`src/rtl/core/ltyd_pkg.sv`:
```
// Shared types and constants for the leap-corrected time to year/day block.
// No dependencies.
`default_nettype none
package ltyd_pkg;
  localparam int TableDepth = 32;
  localparam int IdxW = $clog2(TableDepth);
  localparam int CntW = IdxW + 1;
  localparam logic [62:0] EpochShiftUs = 63'd378691200000000; // 4383 days
  localparam logic [36:0] UsecPerDay = 37'd86400000000;
  localparam logic [21:0] DaysTo10000 = 22'd2932897;
  localparam logic [62:0] TopUs = 63'd253402300800000000; // 1970 to 10000 in us
  localparam logic [23:0] DayOdd = 24'd10546875;           // us per day over 2^13
  localparam logic [21:0] RecipDay = 22'd3335999;          // floor(2^45 / DayOdd)

  typedef enum logic [1:0] {
    ST_OK = 2'd0,
    ST_LOADED = 2'd1,
    ST_RANGE = 2'd2
  } status_t;

  typedef enum logic [2:0] {
    S_IDLE,
    S_SCAN,
    S_DIV,
    S_SPLIT,
    S_DONE
  } state_t;

  // one token travelling down the cell chain
  typedef struct packed {
    logic [62:0] t;
    logic [26:0] applied;
  } tok_t;
endpackage
`default_nettype wire

```
`src/rtl/core/ltyd_cell.sv`:
```
// One table slot: holds cutoff and offset, updates the passing token.
// Depends on ltyd_pkg.
`default_nettype none
module ltyd_cell import ltyd_pkg::*; (
  input  wire logic        clk,
  input  wire logic        wr,
  input  wire logic [62:0] wr_cut,
  input  wire logic [26:0] wr_off,
  input  wire logic        active,
  input  tok_t             tok_in,
  output tok_t             tok_out
);
  logic [62:0] cut;
  logic [26:0] off;

  always_ff @(posedge clk) begin
    if (wr) begin
      cut <= wr_cut;
      off <= wr_off;
    end
    tok_out.t <= tok_in.t;
    // later in-use entry with cutoff not later wins
    tok_out.applied <= (active && cut <= tok_in.t) ? off : tok_in.applied;
  end
endmodule
`default_nettype wire

```
`config.mk`:
```
export PLATFORM = sky130hd
export DESIGN_NAME = ltyd_cell
export DESIGN_NICKNAME = d
export VERILOG_FILES = /design/src/rtl/core/ltyd_pkg.sv /design/src/rtl/core/ltyd_cell.sv
export SDC_FILE = /design/constraint.sdc
export NUM_CORES = 1
export LEC_CHECK = 0
export ABC_AREA = 1
export BUFFER_PORTS_ARGS = -buffer_cell sky130_fd_sc_hd__buf_2
export CAP_MARGIN = 30
export CORE_UTILIZATION = 52
export CTS_CLUSTER_SIZE = 30
export DETAILED_ROUTE_END_ITERATION = 10
export PLACE_DENSITY = 0.93
export SYNTH_ARGS = -nofsm -noshare
export SYNTH_HDL_FRONTEND = slang
export SYNTH_SLANG_ARGS = --single-unit
export TNS_END_PERCENT = 100
```
`constraint.sdc`:
```
create_clock -name clk -period 5.8 [get_ports clk]
set_input_delay 0.29 -clock clk [delete_from_list [all_inputs] [get_ports clk]]
set_output_delay 0.29 -clock clk [all_outputs]
set_load 0.1 [all_outputs]
```
==> results_dict.tcl <==
set metrics [dict create \
    status "finished clean" \
    wl_met1_microns 6119 \
    synth_common_cells "nand2_1 (120), inv_1 (93), dfxtp_1 (90), edfxtp_1 (90), ha_1 (63)" \
    yosys-top-cells-area "edfxtp_1 (40%), dfxtp_1 (27%), ha_1 (12%)" \
    first_global_vias 5366 \
    postSynthAreaPerCell_sq_um 11.75 \
    sw_frac_of_total_pct 30.79 \
    seq_area_frac_synth_pct 66.32 \
    r2r-start "cut[30]" \
    end_kind "register" \
    ant_nets 0 \
    cts_tree "yes" \
    intPower_mw 2.348 \
    synthArstFlopShare_pct 0 \
    initial_core_util_pct 53.60 \
    multi_input_area_sq_um 1871 \
    crit_fanout 28 \
    endpoint "tok_out[6]" \
    worstSetupPathType "in2reg" \
    period_minus_slack_ns 2.540 \
    finalMaxSlewViolations 0 \
    rsz0062_at_grt "no" \
    numPortBuffers 272 \
    vias_per_cell 4.752 \
    vias 5280 \
    setup-tns-final_ns 0 \
    dr_wl_met3_microns 1105 \
    drt_iter0_markers 290 \
    top_layer "met4" \
    cts_resized 0 \
    yosys.area.top_type "edfxtp_1" \
    layout_setup_ws_ns 3.260 \
    max_freq_ghz 0.3937 \
    dieArea_sq_um 13520 \
    synth_cells 578 \
    diodes 0 \
    p_switching_mw 1.044 \
    dieHeight_microns 116.3 \
    worst_pin_slew_ns 0.5767 \
    startpoint "tok_in[57]" \
    peakVddDrop_uv 310.2 \
    yosysMostFrequentCell "nand2_1" \
    synth_seq_cells 180 \
    core_sq_um 12670 \
    fp-row-count 41 \
    path_clk_slew_ns 0.07 \
    skew_ns 0.007766 \
    pwr-share-comb_pct 21.0 \
    cap_viol_max_count 0 \
    grt_pass1_wl_microns 25320 \
    synth-edff-count 90 \
    clock_power_share_pct 35.6 \
    r2r_setup_slack_ns 3.39 \
    cp_common_cell "nand2_1" \
    ys.flop_type "edfxtp_1" \
    wl_microns 17090 \
    ios 273 \
    cp_slowest_cell "dlygate4sd3_1" \
    track_usage_pct 25.68 \
    cts_htree_levels 4 \
    wl_per_cell_microns 15.39 \
    r2r_end "tok_out[6]" \
    antenna_found_initial 0 \
    preCtsSetupSlack_ns 3.371 \
    yosysWarnings 0 \
    slew_headroom_pct 61.55 \
    power_frac_seq_pct 43.3 \
    gp_congestion 0.7994 \
    reg2regPathDepth 11 \
    syn_nets 824 \
    arrival_ns 2.86 \
    hold_class "in2reg" \
    drive_gt1_share_pct 35.14 \
    cpPeakStageDelay_ns 0.52 \
    drc 0 \
    cts.sink_count 180 \
    p_per_area_nw_per_um2 354.3 \
    wl_met2_microns 9195 \
    dr.pass1.iters 5 \
    syn_to_final_growth_pct 40.99 \
    timing_hold_violations_final 0 \
    cts_buffers 17 \
    overflow 0 \
    clockBufferDepth 2 \
    dp.final_hpwl_microns 11330 \
    die_x_microns 116.3 \
    root_buffer "clkbuf_16" \
    yosys.area.top_type_share_pct 39.79 \
    finalCritPeriodShare_pct 43.79 \
    seq_area_sq_um 4504 \
    startpoint_type "primary input" \
    clk_latency_ns 0.42 \
    crit_required_ns 6.12 \
    synth_cell_types 23 \
    finalSetupViolCount 0 \
    power.leakage_nw 4.844 \
    final_nets 1172 \
    fillers 762 \
    path_cells "dlygate4sd3_1 > buf_2 > inv_1 > ha_1 > nand2_1 > nor2_1 > and2_1 > nand2_1 > nor2_1 > nand3b_1 > nand2_4 > nand2_8 > nand2_2 > nand2_1" \
    grt_max_degree 47 \
    synth.cell_area_sq_um 6792 \
]
[layout by cell type (no fill, tap or decap)]
cell type / instances
nor2_1: 20
o21ai_0: 2
a21o_1: 4
dlygate4sd3_1: 63
inv_6: 2
nand2_2: 21
nand3b_1: 2
inv_1: 93
nand2_8: 1
clkinvlp_4: 2
clkinv_4: 1
and2_1: 1
nand3_2: 1
nand4_1: 1
nor2_2: 3
dfxtp_1: 90
nand3_1: 34
clkbuf_16: 17
edfxtp_1: 90
clkinv_1: 3
ha_1: 63
nand2_1: 120
nand2_4: 1
a21oi_1: 23
nor4_2: 1
buf_2: 271
buf_4: 1
bufinv_16: 4
buf_12: 1
clkbuf_8: 1
clkinv_2: 2
[power by group through the flow]
stage / sequential (mW) / combinational, mW / clock, mW
after floorplan: 1.84 / 0.159 / 0
after global placement: 1.49 / 0.655 / 0
after detailed placement: 1.50 / 0.672 / 0
after CTS: 1.47 / 0.709 / 1.21
after global routing: 1.48 / 0.763 / 1.27
final: 1.47 / 0.714 / 1.21
[per-stage QoR]
step	power (mW)	area (sq um)	std cells	hold slack, ns	utilization, %
finish	3.392	9575	1111	0.03305	75.57
global route	3.510	9575	1111	0.01990	75.57
CTS	3.391	9575	1111	0.01790	75.57
detailed placement	2.167	8323	1016	0.4080	65.69
global placement	2.146	8303	1015	0.4068	65.53
floorplan	2.001	6792	578	0.3177	-
[worst max-delay path, delay by kind of cell]
family | cells | cell delay (ns)
and+or+nand+nor | 10 | 1.55
buffers and inverters | 3 | 0.67
adders and majority gates | 1 | 0.32
[area by class of cell]
| type | instances | share of cell area (%) |
|---|---|---|
| multi-input cells | 298 | 19.53 |
| clock inverters | 14 | 1.908 |
| flip-flops and latches | 180 | 47.04 |
| well taps | 172 | 2.247 |
| repair buffers | 336 | 21.04 |
| clock buffers | 18 | 4.586 |
| inverters | 93 | 3.646 |
[routing by layer]
metal  vias up  global-route usage, %
li1       2577                      -
met1      2414                  25.78
met2       231                  47.42
met3        58                  6.642
met4         0                  15.64
met5         -                      0
[kinds of logic (layout without fill, tap and decap cells)]
group | Yosys count | after routing | synth area share [%]
and+or+nand+nor | 206 | 206 | 13.65
buffers and inverters | 100 | 461 | 6.135
DFF | 180 | 180 | 66.32
AOI/OAI and AO/OA | 29 | 29 | 2.284
adders and majority gates | 63 | 63 | 11.61
[state kept, by name, summed over array words and instances (netlist names)]
signal and count:
cut 63, tok_out 90, off 27
[how the worst min path moves through the flow]
| stage | startpoint | end | slack, ns | depth (start not counted) |
|---|---|---|---|---|
| after floorplan | tok_in[27] | tok_out[27] | 0.32 | 0 |
| after global placement | tok_in[62] | tok_out[62] | 0.41 | 1 |
| after detailed placement | tok_in[49] | tok_out[49] | 0.41 | 1 |
| final | wr_cut[34] | cut[34] | 0.03 | 1 |
| after global routing | wr_off[14] | off[14] | 0.02 | 1 |
| after CTS | wr_off[17] | off[17] | 0.02 | 1 |
[repair_timing]
action / 4_1_cts / 5_1_grt
hold buffers: 63 / 0
hold endpoints to repair: 63 / 0
setup buffers: 0 / 0
endpoints found under the setup margin: 0 / 0
(Power assumes the default switching activity.)
