$ cat src/rtl/core/ltyd_pkg.sv
// Shared types and constants for the leap-corrected time to year/day block.
// No dependencies.
`default_nettype none
package ltyd_pkg;
  localparam int TableDepth = 32;
  localparam int IdxW = $clog2(TableDepth);
  localparam int CntW = IdxW + 1;
  localparam logic [62:0] EpochShiftUs = 63'd378691200000000; // 4383 days
  localparam logic [36:0] UsecPerDay = 37'd86400000000;
  localparam logic [21:0] DaysTo10000 = 22'd2932897;
  localparam logic [62:0] TopUs = 63'd253402300800000000; // 1970 to 10000 in us
  localparam logic [23:0] DayOdd = 24'd10546875;           // us per day over 2^13
  localparam logic [21:0] RecipDay = 22'd3335999;          // floor(2^45 / DayOdd)

  typedef enum logic [1:0] {
    ST_OK = 2'd0,
    ST_LOADED = 2'd1,
    ST_RANGE = 2'd2
  } status_t;

  typedef enum logic [2:0] {
    S_IDLE,
    S_SCAN,
    S_DIV,
    S_SPLIT,
    S_DONE
  } state_t;

  // one token travelling down the cell chain
  typedef struct packed {
    logic [62:0] t;
    logic [26:0] applied;
  } tok_t;
endpackage
`default_nettype wire

$ cat src/rtl/core/ltyd_divider.sv
// Day divider: splits a microsecond count into whole days and microsecond of day
// by reciprocal multiplication and two correction steps. Depends on ltyd_pkg.
`default_nettype none
module ltyd_divider import ltyd_pkg::*; (
  input  wire logic        clk,
  input  wire logic        rst,
  input  wire logic        go,
  input  wire logic [62:0] num,
  output logic             done,
  output logic [62:0] quo,
  output logic [36:0] rem
);
  logic [2:0]  step;
  logic        over;
  logic [62:0] num_q;
  logic [21:0] q_est;
  logic [53:0] est;
  logic [45:0] back_odd;
  logic [58:0] back;
  logic [58:0] diff;
  logic [38:0] part;

  // a day is 2^13 * DayOdd; estimate from the top 32 bits, never above the quotient
  assign est = num_q[57:26] * RecipDay;
  assign back_odd = q_est * DayOdd;
  assign diff = num_q[58:0] - back;
  // saturate at the year 10000 boundary so the caller flags the range
  assign quo = over ? 63'(DaysTo10000) : {41'd0, q_est};
  assign rem = part[36:0];

  always_ff @(posedge clk) begin
    if (rst) begin
      step <= 3'd0;
      done <= 1'b0;
    end else begin
      done <= 1'b0;
      if (go) begin
        num_q <= num;
        over <= num >= TopUs;
        step <= 3'd1;
      end else begin
        case (step)
          3'd1: begin
            q_est <= est[53:32];
            step <= 3'd2;
          end
          3'd2: begin
            back <= {back_odd, 13'd0};
            step <= 3'd3;
          end
          3'd3: begin
            part <= diff[38:0];
            step <= 3'd4;
          end
          3'd4, 3'd5: begin
            // the estimate is at most two days short
            if (part >= {2'd0, UsecPerDay}) begin
              part <= part - {2'd0, UsecPerDay};
              q_est <= q_est + 22'd1;
            end
            step <= (step == 3'd5) ? 3'd0 : step + 3'd1;
            done <= step == 3'd5;
          end
          default: ;
        endcase
      end
    end
  end
endmodule
`default_nettype wire

$ cat config.mk
export PLATFORM = sky130hd
export DESIGN_NAME = ltyd_divider
export DESIGN_NICKNAME = d
export VERILOG_FILES = /design/src/rtl/core/ltyd_pkg.sv /design/src/rtl/core/ltyd_divider.sv
export SDC_FILE = /design/constraint.sdc
export NUM_CORES = 2
export LEC_CHECK = 0
export BUFFER_PORTS_ARGS = -buffer_cell sky130_fd_sc_hd__buf_4
export CORE_UTILIZATION = 33
export CTS_BUF_LIST = sky130_fd_sc_hd__clkbuf_8
export CTS_CLUSTER_SIZE = 25
export DETAILED_ROUTE_END_ITERATION = 8
export GPL_TIMING_DRIVEN = 1
export PLACE_DENSITY = 0.47
export SETUP_SLACK_MARGIN = 0.02
export SYNTH_ARGS = -nofsm -noshare
export SYNTH_HDL_FRONTEND = slang
export SYNTH_SLANG_ARGS = --single-unit
$ cat constraint.sdc
create_clock -name clk -period 6.45 [get_ports clk]
set_input_delay 1.29 -clock clk [delete_from_list [all_inputs] [get_ports clk]]
set_output_delay 1.29 -clock clk [all_outputs]
set_load 0.005 [all_outputs]
==> results.env <==
OUTCOME='finished with violations'
VIOLATIONS='negative setup slack'
POST_DRT_WL_PER_CELL_UM=19.41
FINAL_AREA_UM2=32830
CTS_MAX_LEVEL=4
DRT-TOTAL-WL_UM=79460
FP.COREAREA_UM2=80420
SYNTH-EDFF-COUNT=146
AREAGROWTHSYNTHTOFINISH_PCT=22.61
DRC_VIOLATION_COUNT_AFTER_ROUTING=0
FINALSETUPVIOLCOUNT=21
AREA_SHARE_OF_THE_LARGEST_CELL_TYPE_AFTER_SYNTHESIS_PCT=34.39
POST_SYNTH_NUM_CELL_TYPES=71
EFFECTIVE_UTILIZATION_AT_FLOORPLAN_PCT=33.30
DP.CELLS=3981
VIAS_PER_CELL=4.582
FINALWORSTPATHREQUIREDPERIOD_NS=6.808
WIRELENGTH_MET1_UM=35930
REG2REG_SETUP_SLACK_NS=-0.36
WORST-SLEW-PIN-TRANSITION_NS=1.121
HOLDPATHEND='part[2]'
GRT_SETUP_UNREPAIRED='yes'
MAXUSEDROUTINGLAYER='met4'
MAX_FREQ_MHz=146.9
SYNTH_FLOP_CELL='sky130_fd_sc_hd__edfxtp_1'
CLOCK_PATH_BUFFERS=2
DESIGN.FINAL.NETS=3944
WORST_HOLD_PATH_CELL_COUNT=1
FLOORPLAN.ROWS=104
TIMING.FINAL.MAX_SLEW_VIOLATIONS=0
DRIVE_GT1_SHARE_PCT=24.18
FIRST_PASS_ITERS=9
FIRST_PASS_GRT_WIRE_LENGTH_UM=123200
SYNTHESIS.INSTANCES=2564
CRITICAL_PATH.ENDPOINT_TYPE='register'
YS_TOP_CELLS_BY_AREA='sky130_fd_sc_hd__fa_1, sky130_fd_sc_hd__ha_1, sky130_fd_sc_hd__edfxtp_1'
DRV_CAP=0
POST-ROUTE-WORST-SETUP-SLACK_NS=-0.3576
WORST_R2R_ENDPOINT='q_est[15]'
HOLD_CLASS='reg -> reg'
ELEMENT_TYPE_AT_THE_CRITICAL_PATH_START='register'
PORT_BUFFERS=125
DETAILED_PLACE.AREA_UM2=30930
POST_SYNTHESIS_AVERAGE_CELL_AREA_UM2=10.44
CRITICAL_PATH.REG2REG.STARTPOINT='num_q[43]'
POST-SYNTH-TOP-COUNT-CELL='sky130_fd_sc_hd__inv_1'
MAX-SLEW-MARGIN-REL_PCT=25.29
ROUTE.ANTENNA.REMAINING_NETS=0
PLACE.DETAILED.HPWL_UM=69750
SYNTH.YOSYS.SEQ_AREA_SHARE_PCT=16.67
HOLDCRITSTARTPOINT='num_q[2]'
TRITONCTS_SINK_COUNT=150
CRITPATHREQUIREDTIME_NS=6.89
WORSTPATHMAXFANOUT=6
ROUTABILITYCONGESTION=0.9427
REG2REG_DEPTH=23
GRT_ANTENNA_BEFORE_REPAIR=1
CRITICAL_PATH_CLASS='reg -> reg'
DIE_W_UM=286.9
ASYNC_FLOP_SHARE_PCT=0
FLOORPLAN.DIE_AREA_UM2=82280
FINAL_SETUP_SKEW_NS=0.03176
INSERTION_DELAY_NS=0.57
ARRIVAL_NS=7.25
DRT-INITIAL-DRC-COUNT=1007
GR-TOTAL-OVERFLOW=0
FIN_CELLS=4093
SYN-CELL-AREA_UM2=26780
GRT_MAX_DEGREE=59
TRACK_USAGE_PCT=20.01
POSTSYNTHREGISTERBITS=150
ROUTED-WL-MET3_UM=2521
TRITONCTS='yes'
DIE-HEIGHT_UM=286.9
VIAS=18750
CTS-BUFFERS-INSERTED=17
CLK_PIN_SLEW_WORST_PATHS_NS=0.12
TOP_LEVEL_PORTS=167
SYNTH.LARGEST_AREA_CELL='sky130_fd_sc_hd__fa_1'
VIA_COUNT_OF_THE_FIRST_GLOBAL_ROUTING_PASS=20710
YOSYSWARNINGS=0
HOLD_VIOL_FINAL=0
SYNTH_TOP_CELLS_BY_COUNT='sky130_fd_sc_hd__inv_1, sky130_fd_sc_hd__fa_1, sky130_fd_sc_hd__ha_1, sky130_fd_sc_hd__edfxtp_1, sky130_fd_sc_hd__a21oi_1'
CTS_ROOT_BUF='sky130_fd_sc_hd__clkbuf_8'
LAYOUT_WORST_PATH_CYCLE_SHARE_PCT=105.5
DETAILROUTE.WIRELENGTH.MET2_UM=39680
-- routing by layer --
layer	vias up	track usage (%)
li1	8881	-
met1	9544	27.27
met2	269	34.08
met3	59	2.317
met4	0	4.309
met5	-	0
-- worst max path at each step --
| stage | from | end | slack (ns) | depth (start not counted) |
|---|---|---|---|---|
| floorplan | num_q[40] | q_est[21] | 0.01 | 22 |
| global placement | num_q[27] | q_est[15] | -0.60 | 25 |
| detailed placement | num_q[36] | q_est[21] | -0.59 | 23 |
| CTS | num_q[54] | q_est[14] | -0.37 | 24 |
| global route | num_q[44] | q_est[19] | -0.56 | 25 |
| finish | num_q[43] | q_est[15] | -0.36 | 23 |
-- cells by family (layout without fill, tap and decap cells) --
group                    count (synthesis)  in the layout  synth area share [%]
multiplexers                             3              3                0.1122
adder cells (fa/ha/maj)                859            859                 53.04
AND/OR/NAND/NOR                        334            334                 6.276
AO/OA/AOI/OAI                          303            303                 7.252
other                                    1             42               0.01401
XOR/XNOR                               146            146                 4.776
buffers and inverters                  768           1196                 11.86
flip-flops                             150            150                 16.67
-- state kept, by name, indices dropped and copies added (netlist names) --
| name | count |
|---|---|
| back | 26 |
| done | 1 |
| num_q | 58 |
| over | 1 |
| part | 39 |
| q_est | 22 |
| step | 3 |
-- metrics by stage --
stage	hold slack, ns	worst slack [ns]	util (%)	TNS, ns
after floorplan	0.4967	0.01091	-	0
after global placement	0.5012	-0.5961	38.46	-7.909
after detailed placement	0.5067	-0.5873	38.46	-6.931
after CTS	0.5239	-0.3730	39.90	-3.723
after global routing	0.5386	-0.5575	40.82	-9.460
final	0.5159	-0.3576	40.82	-4.660
-- cell usage in the layout, fill, tap and decap left out, types with 7 or more instances in the layout --
| master | count |
|---|---|
| sky130_fd_sc_hd__and2_1 | 20 |
| sky130_fd_sc_hd__or2_2 | 15 |
| sky130_fd_sc_hd__nand2b_1 | 15 |
| sky130_fd_sc_hd__buf_4 | 462 |
| sky130_fd_sc_hd__nand3_1 | 22 |
| sky130_fd_sc_hd__a21oi_1 | 84 |
| sky130_fd_sc_hd__xnor2_1 | 76 |
| sky130_fd_sc_hd__nor3_1 | 16 |
| sky130_fd_sc_hd__o21bai_1 | 11 |
| sky130_fd_sc_hd__or3_1 | 7 |
| sky130_fd_sc_hd__nor2_1 | 81 |
| sky130_fd_sc_hd__inv_2 | 32 |
| sky130_fd_sc_hd__nor2b_1 | 16 |
| sky130_fd_sc_hd__ha_4 | 34 |
| sky130_fd_sc_hd__xor2_1 | 58 |
| sky130_fd_sc_hd__inv_1 | 639 |
| sky130_fd_sc_hd__o21ai_1 | 12 |
| sky130_fd_sc_hd__nor4_1 | 9 |
| sky130_fd_sc_hd__fa_2 | 33 |
| sky130_fd_sc_hd__a211oi_2 | 7 |
| sky130_fd_sc_hd__clkbuf_8 | 17 |
| sky130_fd_sc_hd__edfxtp_1 | 146 |
| sky130_fd_sc_hd__o211ai_1 | 8 |
| sky130_fd_sc_hd__ha_1 | 356 |
| sky130_fd_sc_hd__nand4_1 | 13 |
| sky130_fd_sc_hd__a21o_1 | 33 |
| sky130_fd_sc_hd__and3_1 | 10 |
| sky130_fd_sc_hd__o21a_1 | 15 |
| sky130_fd_sc_hd__nand2_1 | 73 |
| sky130_fd_sc_hd__fa_1 | 427 |
| sky130_fd_sc_hd__a21oi_2 | 13 |
| sky130_fd_sc_hd__ha_2 | 9 |
| sky130_fd_sc_hd__conb_1 | 41 |
| sky130_fd_sc_hd__o21ai_0 | 51 |
| sky130_fd_sc_hd__or4_1 | 7 |
| sky130_fd_sc_hd__buf_6 | 25 |
-- worst max-delay path, stage by stage, from the launching register on --
cell and delay (ns):
sky130_fd_sc_hd__edfxtp_1 0.40, sky130_fd_sc_hd__buf_6 0.15, sky130_fd_sc_hd__fa_1 0.51, sky130_fd_sc_hd__fa_1 0.50
sky130_fd_sc_hd__inv_1 0.05, sky130_fd_sc_hd__fa_1 0.49, sky130_fd_sc_hd__inv_2 0.05, sky130_fd_sc_hd__fa_1 0.47
sky130_fd_sc_hd__fa_1 0.54, sky130_fd_sc_hd__fa_1 0.56, sky130_fd_sc_hd__inv_1 0.05, sky130_fd_sc_hd__fa_1 0.51
sky130_fd_sc_hd__inv_2 0.05, sky130_fd_sc_hd__ha_4 0.20, sky130_fd_sc_hd__a22o_1 0.24, sky130_fd_sc_hd__nor3_2 0.21
sky130_fd_sc_hd__o211ai_1 0.16, sky130_fd_sc_hd__a2111oi_4 0.27, sky130_fd_sc_hd__o2111ai_2 0.23, sky130_fd_sc_hd__nand2_2 0.16
sky130_fd_sc_hd__o31a_4 0.16, sky130_fd_sc_hd__a31oi_4 0.08, sky130_fd_sc_hd__or4b_4 0.56, sky130_fd_sc_hd__nand3_2 0.07
-- layout make-up --
cell class | instances | area (µm²)
clock inverters | 15 | 160.2
clock buffers | 17 | 234.0
well taps | 1060 | 1326
inverters | 675 | 2546
repair buffers | 489 | 3790
multi-input cells | 1686 | 20310
diodes | 1 | 2.502
flip-flops and latches | 150 | 4464
fillers | 7992 | 47590
-- what timing repair did --
action | in CTS | in global routing
hold buffers | 0 | 0
gates resized for setup | 102 | 105
pin swaps | 79 | 87
setup endpoints to repair | 23 | 25
buffers inserted | 46 | 33
Power is not shown: default switching activity piles up to over one toggle a cycle in this logic, so the estimate is an artifact.
